### src/design/xed_pkg.sv
`default_nettype none
// ----------------------------------------------------------------------------
// xed_pkg: shared types and tables for the XML entity decoder
// Item layouts, the command passed from the front to the back part, and the
// tables of the five predefined entities (amp, lt, gt, quot, apos).
// ----------------------------------------------------------------------------
package xed_pkg;

    localparam int NUM_ENT = 5;
    localparam int NAME_LEN = 5;
    localparam logic [7:0] AMP_CHAR = 8'h26;
    localparam logic [4:0] ALL_CANDIDATES = 5'h1F;

    // Entity indexes, in candidate mask bit order
    localparam logic [2:0] ENT_AMP = 3'd0;
    localparam logic [2:0] ENT_LT = 3'd1;
    localparam logic [2:0] ENT_GT = 3'd2;
    localparam logic [2:0] ENT_QUOT = 3'd3;
    localparam logic [2:0] ENT_APOS = 3'd4;

    typedef struct packed {
        logic [7:0] char_in;
        logic       end_of_text;
    } in_item_t;

    typedef struct packed {
        logic [7:0] char_out;
        logic       has_char;
        logic       last_out;
    } out_item_t;

    // Work for the back part: letters fpos..flen-1 of entity ent, then an
    // optional byte, then an optional end marker.
    typedef struct packed {
        logic [2:0] ent;
        logic [2:0] fpos;
        logic [2:0] flen;
        logic       has_char;
        logic [7:0] ch;
        logic       last;
    } cmd_t;

    typedef logic [NAME_LEN-1:0][7:0] ent_name_t;

    function automatic ent_name_t ent_name(input logic [2:0] ent);
        ent_name_t name;
        unique case (ent)
            ENT_AMP:  name = {8'h00, 8'h3B, 8'h70, 8'h6D, 8'h61};
            ENT_LT:   name = {8'h00, 8'h00, 8'h3B, 8'h74, 8'h6C};
            ENT_GT:   name = {8'h00, 8'h00, 8'h3B, 8'h74, 8'h67};
            ENT_QUOT: name = {8'h3B, 8'h74, 8'h6F, 8'h75, 8'h71};
            ENT_APOS: name = {8'h3B, 8'h73, 8'h6F, 8'h70, 8'h61};
            default:  name = '0;
        endcase
        return name;
    endfunction

    function automatic logic [7:0] ent_letter(input logic [2:0] ent, input logic [2:0] pos);
        ent_name_t name;
        logic [7:0] letter;
        name = ent_name(ent);
        if (pos < 3'(NAME_LEN)) begin
            letter = name[pos];
        end else begin
            letter = 8'h00;
        end
        return letter;
    endfunction

    function automatic logic [2:0] ent_len(input logic [2:0] ent);
        logic [2:0] len;
        unique case (ent)
            ENT_AMP:  len = 3'd4;
            ENT_LT:   len = 3'd3;
            ENT_GT:   len = 3'd3;
            ENT_QUOT: len = 3'd5;
            ENT_APOS: len = 3'd5;
            default:  len = 3'd0;
        endcase
        return len;
    endfunction

    function automatic logic [7:0] ent_char(input logic [2:0] ent);
        logic [7:0] c;
        unique case (ent)
            ENT_AMP:  c = 8'h26;
            ENT_LT:   c = 8'h3C;
            ENT_GT:   c = 8'h3E;
            ENT_QUOT: c = 8'h22;
            ENT_APOS: c = 8'h27;
            default:  c = 8'h00;
        endcase
        return c;
    endfunction

endpackage
`default_nettype wire

### src/design/xml_entity_decoder.sv
`default_nettype none
// ----------------------------------------------------------------------------
// xml_entity_decoder: streaming decoder for the predefined XML entities
// Input channel in_valid/in_stall/in_item carries one byte per item with an
// end_of_text flag on the final byte of a string. Output channel
// out_valid/out_stall/out_item carries decoded bytes (has_char = 1) and one
// end-only marker (has_char = 0, last_out = 1) closing each string.
// amp, lt, gt, quot and apos entities become one byte; a broken '&' prefix
// is dropped and its matched letters are passed on as plain text.
// Throughput: one input item per cycle while the command queue has room;
// the output side gives one result per cycle while out_stall is low, so an
// item with n results (n is 0 to 6) holds the expander until all are out.
// Path: an accepted item's command is written into the queue; with the queue
// empty and no stall, its first result then enters the output register.
// in_stall rises only when the QUEUE_DEPTH-entry command queue is full.
// While out_stall is high the output register holds its item; the queue
// absorbs further input until it fills.
// Reset clears the match state, empties the queue and drops out_valid.
// ----------------------------------------------------------------------------
module xml_entity_decoder
    import xed_pkg::*;
#(
    parameter int QUEUE_DEPTH = 4
)
(
    input  wire logic      clk,
    input  wire logic      rst_n,
    input  wire logic      in_valid,
    output logic           in_stall,
    input  wire in_item_t  in_item,
    output logic           out_valid,
    input  wire logic      out_stall,
    output out_item_t      out_item
);

    logic accept;
    logic push;
    cmd_t push_cmd;
    logic pop;
    logic q_full;
    logic q_nonempty;
    cmd_t q_head;

    assign in_stall = q_full;
    assign accept = in_valid && !q_full;

    // Match and classify incoming items
    xed_front u_front (
        .clk     (clk),
        .rst_n   (rst_n),
        .accept  (accept),
        .in_item (in_item),
        .push    (push),
        .cmd     (push_cmd)
    );

    // Decouple front and back
    xed_queue #(
        .DEPTH (QUEUE_DEPTH)
    ) u_queue (
        .clk      (clk),
        .rst_n    (rst_n),
        .push     (push),
        .push_cmd (push_cmd),
        .pop      (pop),
        .full     (q_full),
        .nonempty (q_nonempty),
        .head     (q_head)
    );

    // Expand commands into result items
    xed_back u_back (
        .clk        (clk),
        .rst_n      (rst_n),
        .q_nonempty (q_nonempty),
        .q_head     (q_head),
        .pop        (pop),
        .out_valid  (out_valid),
        .out_stall  (out_stall),
        .out_item   (out_item)
    );

endmodule
`default_nettype wire

### src/design/xed_front.sv
`default_nettype none
// ----------------------------------------------------------------------------
// xed_front: entity matcher and classifier
// Tracks the entity prefix seen so far and turns each accepted item into one
// command for the back part, or none when the item only opens or extends a match.
// ----------------------------------------------------------------------------
module xed_front
    import xed_pkg::*;
(
    input  wire logic     clk,
    input  wire logic     rst_n,
    input  wire logic     accept,
    input  wire in_item_t in_item,
    output logic          push,
    output cmd_t          cmd
);

    logic       in_entity_reg, in_entity_next;
    logic [2:0] match_len_reg, match_len_next;
    logic [4:0] cand_mask_reg, cand_mask_next;

    logic [4:0] nxt_mask;
    logic       done_hit;
    logic [2:0] done_idx;
    logic [2:0] match_len_inc;
    logic       progress;
    logic       brk;
    logic       fresh;
    logic       is_amp;
    logic [4:0] sel_mask;
    logic [2:0] sel_ent;

    assign match_len_inc = match_len_reg + 3'd1;
    assign is_amp = (in_item.char_in == AMP_CHAR);

    // Compare the byte against the next letter of every live candidate
    always_comb
    begin
        nxt_mask = '0;
        done_hit = 1'b0;
        done_idx = '0;
        for (int i = 0; i < NUM_ENT; i++)
        begin
            if (cand_mask_reg[i] && (match_len_reg < ent_len(3'(i)))
                && (ent_letter(3'(i), match_len_reg) == in_item.char_in))
            begin
                nxt_mask[i] = 1'b1;
                if (match_len_inc == ent_len(3'(i)))
                begin
                    done_hit = 1'b1;
                    done_idx = 3'(i);
                end
            end
        end
    end

    assign progress = in_entity_reg && !done_hit && (nxt_mask != '0);
    assign brk = in_entity_reg && !done_hit && (nxt_mask == '0);
    assign fresh = !in_entity_reg || brk;

    // Pick the lowest live candidate to spell out a flushed prefix
    assign sel_mask = brk ? cand_mask_reg : nxt_mask;
    always_comb
    begin
        sel_ent = '0;
        for (int i = NUM_ENT - 1; i >= 0; i--)
        begin
            if (sel_mask[i])
            begin
                sel_ent = 3'(i);
            end
        end
    end

    // Build the command for this item
    always_comb
    begin
        cmd.ent = sel_ent;
        cmd.fpos = '0;
        cmd.has_char = done_hit || (fresh && !is_amp);
        cmd.ch = done_hit ? ent_char(done_idx) : in_item.char_in;
        cmd.last = in_item.end_of_text;
        if (brk)
        begin
            cmd.flen = match_len_reg;
        end
        else if (in_item.end_of_text && progress)
        begin
            cmd.flen = match_len_inc;
        end
        else
        begin
            cmd.flen = '0;
        end
    end

    assign push = accept && ((cmd.flen != '0) || cmd.has_char || cmd.last);

    // Advance the match state
    always_comb
    begin
        in_entity_next = in_entity_reg;
        match_len_next = match_len_reg;
        cand_mask_next = cand_mask_reg;
        if (accept)
        begin
            match_len_next = '0;
            cand_mask_next = ALL_CANDIDATES;
            in_entity_next = 1'b0;
            if (!in_item.end_of_text)
            begin
                if (progress)
                begin
                    in_entity_next = 1'b1;
                    match_len_next = match_len_inc;
                    cand_mask_next = nxt_mask;
                end
                else if (fresh)
                begin
                    in_entity_next = is_amp;
                end
            end
        end
    end

    always_ff @(posedge clk or negedge rst_n)
    begin
        if (!rst_n)
        begin
            in_entity_reg <= 1'b0;
            match_len_reg <= '0;
            cand_mask_reg <= ALL_CANDIDATES;
        end
        else
        begin
            in_entity_reg <= in_entity_next;
            match_len_reg <= match_len_next;
            cand_mask_reg <= cand_mask_next;
        end
    end

`ifndef NO_ASSERTIONS
    a_open_match: assert property (@(posedge clk) disable iff (!rst_n)
        in_entity_reg |-> (cand_mask_reg != '0) && (match_len_reg <= 3'd4))
        else $error("open match with empty mask or overlong prefix");
    a_idle_match: assert property (@(posedge clk) disable iff (!rst_n)
        !in_entity_reg |-> (match_len_reg == '0) && (cand_mask_reg == ALL_CANDIDATES))
        else $error("match state not cleared outside an entity");
`endif

endmodule
`default_nettype wire

### src/design/xed_queue.sv
`default_nettype none
// ----------------------------------------------------------------------------
// xed_queue: command queue between front and back
// Small register FIFO; the front stalls only when it is full.
// ----------------------------------------------------------------------------
module xed_queue
    import xed_pkg::*;
#(
    parameter int DEPTH = 4
)
(
    input  wire logic clk,
    input  wire logic rst_n,
    input  wire logic push,
    input  wire cmd_t push_cmd,
    input  wire logic pop,
    output logic      full,
    output logic      nonempty,
    output cmd_t      head
);

    localparam int PW = (DEPTH > 1) ? $clog2(DEPTH) : 1;
    localparam int CW = $clog2(DEPTH + 1);

    cmd_t          mem_reg [DEPTH];
    logic [PW-1:0] wr_ptr_reg, wr_ptr_next;
    logic [PW-1:0] rd_ptr_reg, rd_ptr_next;
    logic [CW-1:0] count_reg, count_next;

    assign full = (count_reg == CW'(DEPTH));
    assign nonempty = (count_reg != '0);
    assign head = mem_reg[rd_ptr_reg];

    // Advance pointers with wrap at the depth
    always_comb
    begin
        wr_ptr_next = wr_ptr_reg;
        rd_ptr_next = rd_ptr_reg;
        count_next = count_reg;
        if (push)
        begin
            wr_ptr_next = (wr_ptr_reg == PW'(DEPTH - 1)) ? '0 : wr_ptr_reg + 1'b1;
        end
        if (pop)
        begin
            rd_ptr_next = (rd_ptr_reg == PW'(DEPTH - 1)) ? '0 : rd_ptr_reg + 1'b1;
        end
        if (push && !pop)
        begin
            count_next = count_reg + 1'b1;
        end
        else if (pop && !push)
        begin
            count_next = count_reg - 1'b1;
        end
    end

    always_ff @(posedge clk or negedge rst_n)
    begin
        if (!rst_n)
        begin
            wr_ptr_reg <= '0;
            rd_ptr_reg <= '0;
            count_reg <= '0;
        end
        else
        begin
            wr_ptr_reg <= wr_ptr_next;
            rd_ptr_reg <= rd_ptr_next;
            count_reg <= count_next;
        end
    end

    // Store commands
    always_ff @(posedge clk)
    begin
        if (push)
        begin
            mem_reg[wr_ptr_reg] <= push_cmd;
        end
    end

`ifndef NO_ASSERTIONS
    a_no_overflow: assert property (@(posedge clk) disable iff (!rst_n)
        full |-> !push)
        else $error("push into full command queue");
    a_no_underflow: assert property (@(posedge clk) disable iff (!rst_n)
        !nonempty |-> !pop)
        else $error("pop from empty command queue");
`endif

endmodule
`default_nettype wire

### src/design/xed_back.sv
`default_nettype none
// ----------------------------------------------------------------------------
// xed_back: result expander
// Turns each command into its results, one per cycle while the receiver does
// not stall, into an output register that holds while the receiver stalls.
// ----------------------------------------------------------------------------
module xed_back
    import xed_pkg::*;
(
    input  wire logic  clk,
    input  wire logic  rst_n,
    input  wire logic  q_nonempty,
    input  wire cmd_t  q_head,
    output logic       pop,
    output logic       out_valid,
    input  wire logic  out_stall,
    output out_item_t  out_item
);

    logic      cur_valid_reg, cur_valid_next;
    cmd_t      cur_reg, cur_next;
    logic      out_valid_reg, out_valid_next;
    out_item_t out_item_reg;

    cmd_t      work;
    cmd_t      rest;
    out_item_t res;
    logic      work_valid;
    logic      slot_free;
    logic      go;
    logic      rest_pending;

    assign work = cur_valid_reg ? cur_reg : q_head;
    assign work_valid = cur_valid_reg || q_nonempty;
    assign slot_free = !out_valid_reg || !out_stall;
    assign go = work_valid && slot_free;
    assign pop = go && !cur_valid_reg;

    // Produce the next result of the current command
    always_comb
    begin
        rest = work;
        if (work.fpos < work.flen)
        begin
            res.char_out = ent_letter(work.ent, work.fpos);
            res.has_char = 1'b1;
            res.last_out = 1'b0;
            rest.fpos = work.fpos + 3'd1;
        end
        else if (work.has_char)
        begin
            res.char_out = work.ch;
            res.has_char = 1'b1;
            res.last_out = 1'b0;
            rest.has_char = 1'b0;
        end
        else
        begin
            res.char_out = 8'h00;
            res.has_char = 1'b0;
            res.last_out = 1'b1;
            rest.last = 1'b0;
        end
    end

    assign rest_pending = (rest.fpos < rest.flen) || rest.has_char || rest.last;

    // Hold the remainder of a multi-result command
    always_comb
    begin
        cur_valid_next = cur_valid_reg;
        cur_next = cur_reg;
        if (go)
        begin
            cur_valid_next = rest_pending;
            cur_next = rest;
        end
    end

    // Load the output register or drain it
    always_comb
    begin
        out_valid_next = out_valid_reg;
        if (go)
        begin
            out_valid_next = 1'b1;
        end
        else if (!out_stall)
        begin
            out_valid_next = 1'b0;
        end
    end

    always_ff @(posedge clk or negedge rst_n)
    begin
        if (!rst_n)
        begin
            cur_valid_reg <= 1'b0;
            out_valid_reg <= 1'b0;
        end
        else
        begin
            cur_valid_reg <= cur_valid_next;
            out_valid_reg <= out_valid_next;
        end
    end

    always_ff @(posedge clk)
    begin
        cur_reg <= cur_next;
        if (go)
        begin
            out_item_reg <= res;
        end
    end

    assign out_valid = out_valid_reg;
    assign out_item = out_item_reg;

`ifndef NO_ASSERTIONS
    a_cur_has_work: assert property (@(posedge clk) disable iff (!rst_n)
        cur_valid_reg |-> (cur_reg.fpos < cur_reg.flen) || cur_reg.has_char || cur_reg.last)
        else $error("held command has no results left");
`endif

endmodule
`default_nettype wire
### config.mk
export PLATFORM = sky130hd
export DESIGN_NAME = xml_entity_decoder
export DESIGN_NICKNAME = d
export VERILOG_FILES = /design/src/design/xed_pkg.sv /design/src/design/xml_entity_decoder.sv /design/src/design/xed_front.sv /design/src/design/xed_queue.sv /design/src/design/xed_back.sv
export SDC_FILE = /design/constraint.sdc
export NUM_CORES = 1
export LEC_CHECK = 0
export BUFFER_PORTS_ARGS = -buffer_cell sky130_fd_sc_hd__buf_2
export CAP_MARGIN = 0
export CELL_PAD_IN_SITES_DETAIL_PLACEMENT = 1
export CELL_PAD_IN_SITES_GLOBAL_PLACEMENT = 2
export CORE_ASPECT_RATIO = 1.25
export CORE_UTILIZATION = 47
export CTS_CLUSTER_SIZE = 25
export DETAILED_ROUTE_END_ITERATION = 6
export HOLD_SLACK_MARGIN = 0.15
export PLACE_DENSITY_LB_ADDON = 0.12
export SLEW_MARGIN = 20
export SYNTH_ARGS = -nofsm -noshare
export SYNTH_HDL_FRONTEND = slang
export SYNTH_SLANG_ARGS = --single-unit
### constraint.sdc
create_clock -name clk -period 9.8 [get_ports clk]
set_input_delay 1.96 -clock clk [delete_from_list [all_inputs] [get_ports clk]]
set_output_delay 1.96 -clock clk [all_outputs]
set_load 0.005 [all_outputs]
Word-level counts from Yosys, hierarchy flattened
Memory sizes are Yosys's and may differ from the RTL's.
Index checks and enable logic that the tools add are counted.
{"block": "op_classes", "bitwise_logic": 0, "eq_ne": 23, "n_reduce_logical": 45, "mul": 0, "div_mod_pow": 0, "n_mux": 75, "addsub": 6, "n_shift": 0, "magnitude_cmp": 8}
{"cell": "38-bit one-hot mux with 5 select lines", "count": 1}
{"cell": "8-bit two-way mux", "count": 13}
{"cell": "3-bit two-way mux", "count": 24}
{"cell": "8-bit == test", "count": 5}
{"cell": "40-bit two-way mux", "count": 1}
{"cell": "6-bit one-hot mux with 5 select lines", "count": 1}
{"cell": "1-bit two-way mux", "count": 26}
{"cell": "8-bit binary-select mux with 3-bit select", "count": 1}
{"cell": "1-bit logical AND", "count": 21}
{"cell": "10-bit two-way mux", "count": 2}
{"cell": "19-bit two-way mux", "count": 1}
{"cell": "3-bit == test", "count": 5}
{"cell": "5-bit two-way mux", "count": 3}
{"cell": "3-bit by 2-bit == test with 1-bit output (second input constant)", "count": 4}
{"cell": "3-bit by 1-bit adder with 3-bit output (second input constant)", "count": 3}
{"cell": "3-bit == test (second input constant)", "count": 3}
{"cell": "1-bit logical NOT", "count": 9}
{"cell": "3-bit < comparator (second input constant)", "count": 3}
{"cell": "8-bit by 6-bit == test with 1-bit output (second input constant)", "count": 1}
{"cell": "1-bit logical OR", "count": 8}
{"cell": "3-bit by 4-bit < comparator with 1-bit output (second input constant)", "count": 2}
{"cell": "3-bit by 1-bit == test with 1-bit output (second input constant)", "count": 2}
{"cell": "3-bit logical NOT", "count": 2}
{"cell": "3-bit < comparator", "count": 2}
{"cell": "other kinds (10)", "count": 14}
{"block": "word_totals", "mem_count": 6, "ram_bits": 64, "input_bits": 13, "latchBits": 0, "register_bits": 47, "rom_bits": 320, "wordCells": 180}
{"name": "(no name shown)", "depth": 8, "word_bits": 8, "read_ports": 1, "rd_ports_with_merged_regs": 0, "wr": 0, "line": "xed_pkg.sv:63", "rtl": "letter = name[pos];"}
{"name": "(no name shown)", "depth": 8, "word_bits": 8, "read_ports": 1, "rd_ports_with_merged_regs": 0, "wr": 0, "line": "xed_pkg.sv:63"}
{"name": "(no name shown)", "depth": 8, "word_bits": 8, "read_ports": 1, "rd_ports_with_merged_regs": 0, "wr": 0, "line": "xed_pkg.sv:63"}
{"name": "(no name shown)", "depth": 8, "word_bits": 8, "read_ports": 1, "rd_ports_with_merged_regs": 0, "wr": 0, "line": "xed_pkg.sv:63"}
{"name": "(no name shown)", "depth": 8, "word_bits": 8, "read_ports": 1, "rd_ports_with_merged_regs": 0, "wr": 0, "line": "xed_pkg.sv:63"}
{"name": "u_queue.mem_reg", "depth": 4, "word_bits": 16, "read_ports": 1, "rd_ports_with_merged_regs": 0, "wr": 1, "line": "xed_queue.sv:25", "rtl": "cmd_t mem_reg [DEPTH];"}

Longest topological paths before layout
{"block": "depth", "word_depth": 31, "depth_mapped": 16}

Cells and area by module
A second synthesis with hierarchy kept.
{"block": "unflattened", "cells_unflattened": 497, "hier_area_um2": 6507.5}
{"mod": "xed_queue", "area_per_inst_um2": 3159.3, "instances": 1, "seq_area_each_um2": 2457.4, "cells_per_inst": 136}
{"mod": "xed_back", "area_per_inst_um2": 1878.1, "instances": 1, "seq_area_each_um2": 920.9, "cells_per_inst": 168}
{"mod": "xed_front", "area_per_inst_um2": 1456.4, "instances": 1, "seq_area_each_um2": 231.5, "cells_per_inst": 192}
{"mod": "xml_entity_decoder", "area_per_inst_um2": 13.8, "instances": 1, "seq_area_each_um2": 0.0, "cells_per_inst": 1}

Worst setup path after synthesis
No wires, ideal clock.
{"block": "synth_path", "kind": "input -> register", "start": "input in_item[2] in the netlist's numbering", "end": "register u_queue.count_reg[2]", "setup_ps": 79, "stages": 13, "slack_ps": 5024, "required_ps": 9721, "t_arrival_ps": 4697, "cell_sequence": "clkbuf_1 -> or2_2 -> or3_1 -> o311ai_0 -> nor4b_4 -> o21ai_2 -> a41oi_4 -> ha_1 -> inv_1 -> fa_1 -> xor2_1 -> nor2_1 -> xor2_1"}
{"block": "synth_via", "elab_chain_len": 24, "word_cells_on_any_way": 47, "cone_classes": "eq/ne: 6; mux: 17; reduce/logical: 24"}
{"item": "start, declared", "line": "xml_entity_decoder.sv:30", "rtl": "input wire in_item_t in_item,"}
{"item": "8-bit == test", "line": "xed_front.sv:45", "rtl": "&& (ent_letter(3'(i), match_len_reg) == in_item.char_in))"}
{"item": "1-bit logical AND", "line": "xed_front.sv:45"}
{"item": "1-bit two-way mux", "line": "xed_front.sv:44", "rtl": "if (cand_mask_reg[i] && (match_len_reg < ent_len(3'(i)))"}
{"item": "1-bit two-way mux", "line": "xed_front.sv:48", "rtl": "if (match_len_inc == ent_len(3'(i)))"}
{"item": "1-bit two-way mux", "line": "xed_front.sv:44"}
{"item": "1-bit two-way mux", "line": "xed_front.sv:48"}
{"item": "1-bit two-way mux", "line": "xed_front.sv:44"}
{"item": "1-bit two-way mux", "line": "xed_front.sv:48"}
{"item": "(+8 left out)"}
{"item": "3-bit two-way mux", "line": "xed_front.sv:83", "rtl": "if (brk)"}
{"item": "3-bit nonzero test", "line": "xed_front.sv:97", "rtl": "assign push = accept && ((cmd.flen != '0) || cmd.has_char || cmd.last);"}
{"item": "1-bit logical OR (*) (2 in a row)", "line": "xed_front.sv:97"}
{"item": "1-bit logical AND (*)", "line": "xed_front.sv:97"}
{"item": "named net push", "line": "xml_entity_decoder.sv:37", "rtl": "logic push;"}
{"item": "1-bit logical NOT", "line": "xed_queue.sv:52", "rtl": "else if (pop && !push)"}
{"item": "1-bit logical AND", "line": "xed_queue.sv:52"}
{"item": "2-bit nonzero test (no source line)"}
{"item": "end signal, assigned", "line": "xed_queue.sv:70", "rtl": "count_reg <= count_next;"}
{"item": "end, declared", "line": "xed_queue.sv:28", "rtl": "logic [CW-1:0] count_reg, count_next;"}
Mark *: on every way through the listed nets, which the timed path passes. The rest lies on a longest branch.
A chain may end at the register's enable or synchronous reset.

Worst setup path after layout
Same ends and word-level chain as after synthesis.

==> summary.md <==
| Metric | Value |
|---|---|
| Worst-margin pin slew | 0.849 ns |
| Internal Power | 1210 uW |
| Die X | 103 um |
| Async SR Flop Fraction | 16.2% |
| RSZ-0062 raised after global routing | false |
| VDD IR max | 0.0949 mV |
| IO Pins | 25 |
| WL final | 14,400 um |
| Routed WL per cell | 21.9 um |
| Initial antenna violation count | 0 |
| Die footprint | 13,100 sq um |
| Core outline area | 12,300 sq um |
| Clock Pin Slew Worst Setup and Hold Paths | 0.08 ns |
| First-pass GRT wire length | 23,200 um |
| Switching power | 664 uW |
| Fin nets | 520 |
| PortBufs | 24 |
| Crit path capture type | flop |
| # diodes | 0 |
| Slew Limit Headroom | 43.4% |
| Setup Viol. Count Final | 0 |
| Fmax achieved | 204 MHz |
| CTS tree | yes |
| FF-to-FF Start | u_front.match_len_reg[0] |
| Syn Std Cell Area | 5960 sq um |
| Fin Setup TNS | 0 ns |
| CP max stage cell | o311ai_0 |
| Crit start category | input pin |
| Die Y | 128 um |
| Crit path DAT | 5.18 ns |
| Post-route ant nets | 0 |
| Buf/Inv on CP | 2 |
| Total power | 1880 uW |
| Min-delay src | u_front.cand_mask_reg[2] |
| Root buf cell | clkbuf_16 |
| Cts bufs inserted | 9 |
| Total number of placement rows | 45 |
| Cells after Synth | 471 |
| Clk buf depth | 2 |
| Synth top area cells | edfxtp_1, mux4_2, dfrtp_1 |
| Post-DP HPWL | 10,800 um |
| Final Hold Fails | 0 |
| Avg Inst Size Synth | 12.7 sq um |
| Synth Flop Type | edfxtp_1 |
| First drt pass iteration count | 4 |
| CP Cell Sequence | buf_2 > nor3_1 > a21oi_1 > o311ai_0 > nor4b_4 > o21ai_2 > a41oi_4 > ha_1 > inv_1 > fa_1 > xor2_1 > nor2_1 > xor2_1 |
| H-tree Lvls | 3 |
| DRC | 0 |
| Critical path type | input pin to flop |
| Maxcap violations | 0 |
| PD cells | 286 nW/um^2 |
| Kind of cell adding the most delay to the critical path | compound AO/OA/AOI/OAI gates |
| Area leader, netlist | edfxtp_1 |
| Clk network pwr share | 21.2% |
| YS warnings | 0 |
| Tot GR Track Use | 24.1% |
| Worst Path Required | 10.07 ns |
| Grt ovf | 0 |
| Sw Ratio | 35.4% |
| Filler instances | 1,268 |
| Worst path most repeated cell | xor2_1 |
| Vias in the first global route | 4,136 |
| Sequential power share | 40.3% |
| Gate power share | 38.4% |
| Initial DRC count | 136 |
| Post-synth top area share | 46.8% |
| Seq/Total Area, Yosys | 54.5% |
| Period Utilization, post-route | 50.1% |
| Sinks on Clock Net | 111 |
| Via density per instance | 5.98 |
| Synth Net Count | 504 |
| Max Transition Viols Final | 0 |
| Period minus WS final | 4.91 ns |
| Hold/Removal Path Class | flop to flop |
| Status | finished clean |
| Number of synthesized register bits | 111 |
| Share of cells above drive strength 1 | 20.1% |
| Clock Latency Late Sink | 0.35 ns |
| Via count | 3,925 |
| Cts hold-fix bufs | 0 |
| Starting Density | 48.6% |
| Slowest stage delay, CP | 0.63 ns |
| Layout area overhead | 9.97% |
| Pin count of the biggest net entering global routing | 28 |
| CP Max Fanout | 10 |
| P_leak | 0.00241 uW |
| Worst Skew | 0.0105 ns |
| Post-synth EDFFs | 93 |
| Post-CTS sizing | 0 |
| CP startpoint | in_item[2] |
| Setup bufs post-CTS | 0 |
| Max FFs per register | 64 |
| Gp weighted congestion | 0.849 |
| Synth cell types | 76 |
-- layout make-up --
class | instances | area (sq um) | area share [%]
Clock inverter | 7 | 105 | 1.60
Multi-Input combinational cell | 317 | 2550 | 38.8
Sequential cell | 111 | 3250 | 49.6
Timing Repair Buffer | 28 | 150 | 2.29
Inverter | 20 | 75.1 | 1.15
Clock buffer | 9 | 225 | 3.44
Tap cell | 164 | 205 | 3.13
-- layout by cell type, fill, tap and decap left out, types with 4 or more instances in the layout --
master | Yosys | layout
o2bb2ai_1 | 5 | 5
nor2b_1 | 7 | 7
buf_4 | 1 | 4
nor4b_1 | 4 | 4
mux2i_1 | 10 | 10
nand3_1 | 8 | 8
and2_1 | 7 | 7
mux2_2 | 14 | 14
nand2b_1 | 7 | 7
or2_2 | 4 | 4
xnor2_1 | 11 | 11
dfstp_2 | 5 | 5
o21ai_0 | 17 | 17
buf_2 | 4 | 24
xor2_1 | 8 | 8
clkbuf_16 | 0 | 9
nor4_1 | 4 | 4
edfxtp_1 | 93 | 93
mux4_2 | 16 | 16
nor2_1 | 31 | 31
a21oi_1 | 23 | 22
inv_1 | 19 | 19
ha_1 | 19 | 19
or3_1 | 4 | 4
nor3b_1 | 5 | 5
a31oi_1 | 6 | 6
and3_1 | 6 | 6
nand2_1 | 29 | 29
dfrtp_1 | 13 | 13
nor3_1 | 11 | 11
-- through the flow --
stage / hold WS, ns / setup slack, ns / util, % / area, sq um / cells
floorplan: 0.478 / 5.02 / - / 5960 / 471
global placement: 0.514 / 4.75 / 50.7 / 6230 / 640
detailed placement: 0.552 / 4.65 / 50.7 / 6230 / 640
CTS: 0.564 / 4.90 / 53.4 / 6560 / 656
global route: 0.590 / 4.62 / 53.4 / 6560 / 656
finish: 0.559 / 4.89 / 53.4 / 6560 / 656
-- final timing paths --
path | cells past startpoint | slack, ns | endpoint
setup / recovery | 13 | 4.89 | u_queue.count_reg[2]
min in group asynchronous | 1 | 1.52 | u_back.out_valid
setup reg to reg | 14 | 5.08 | u_queue.count_reg[2]
hold / removal | 2 | 0.56 | u_front.cand_mask_reg[2]
hold reg to reg | 2 | 0.56 | u_front.cand_mask_reg[2]
max in group asynchronous | 1 | 7.94 | u_front.cand_mask_reg[4]
-- worst register-to-register path, stage by stage (launching register included) --
cell     delay, ns
dfrtp_1       0.79
inv_1         0.32
ha_1          0.34
nor2b_1       0.24
or3_1         0.40
a211o_1       0.40
nor3_1        0.44
o21ai_2       0.19
a41oi_4       0.33
ha_1          0.25
inv_1         0.06
fa_1          0.38
xor2_1        0.17
nor2_1        0.15
xor2_1        0.20
-- synthesized netlist by cell type (5+ instances only) --
| master | instances |
|---|---|
| mux2_2 | 14 |
| o21ai_0 | 17 |
| edfxtp_1 | 93 |
| ha_1 | 19 |
| mux4_2 | 16 |
| nor2b_1 | 7 |
| and2_1 | 7 |
| a21oi_1 | 23 |
| a31oi_1 | 6 |
| nor3_1 | 11 |
| nand3_1 | 8 |
| o2bb2ai_1 | 5 |
| and3_1 | 6 |
| mux2i_1 | 10 |
| nor2_1 | 31 |
| dfrtp_1 | 13 |
| xnor2_1 | 11 |
| inv_1 | 19 |
| nor3b_1 | 5 |
| nand2b_1 | 7 |
| dfstp_2 | 5 |
| clkbuf_1 | 16 |
| xor2_1 | 8 |
| nand2_1 | 29 |
-- per-layer routing --
metal	up-vias	routed length, um	track usage, %	part of all wire, %
met3	37	277	3.38	1.9
met5	-	0	0	0
met4	0	618	12.6	4.3
met2	64	7790	42.4	54
li1	1830	-	-	-
met1	1994	5710	28.1	40
-- cells by family (layout without fill, tap and decap cells) --
logic type | after synthesis | in the layout | share of synthesized area [%]
xor+xnor | 19 | 19 | 2.79
buf+inv | 43 | 64 | 2.85
fa+ha+maj | 20 | 20 | 4.32
flops | 111 | 111 | 54.5
simple gates | 142 | 142 | 13.4
mux | 42 | 42 | 10.9
compound gates | 94 | 94 | 11.3
-- power by group through the flow --
stage | sequential (uW) | combinational (uW) | clock (uW)
floorplan | 726 | 548 | 0
finish | 757 | 722 | 398
global placement | 757 | 698 | 0
detailed placement | 767 | 723 | 0
CTS | 758 | 731 | 407
global route | 774 | 807 | 418
Power figures use the tool's default switching activity.
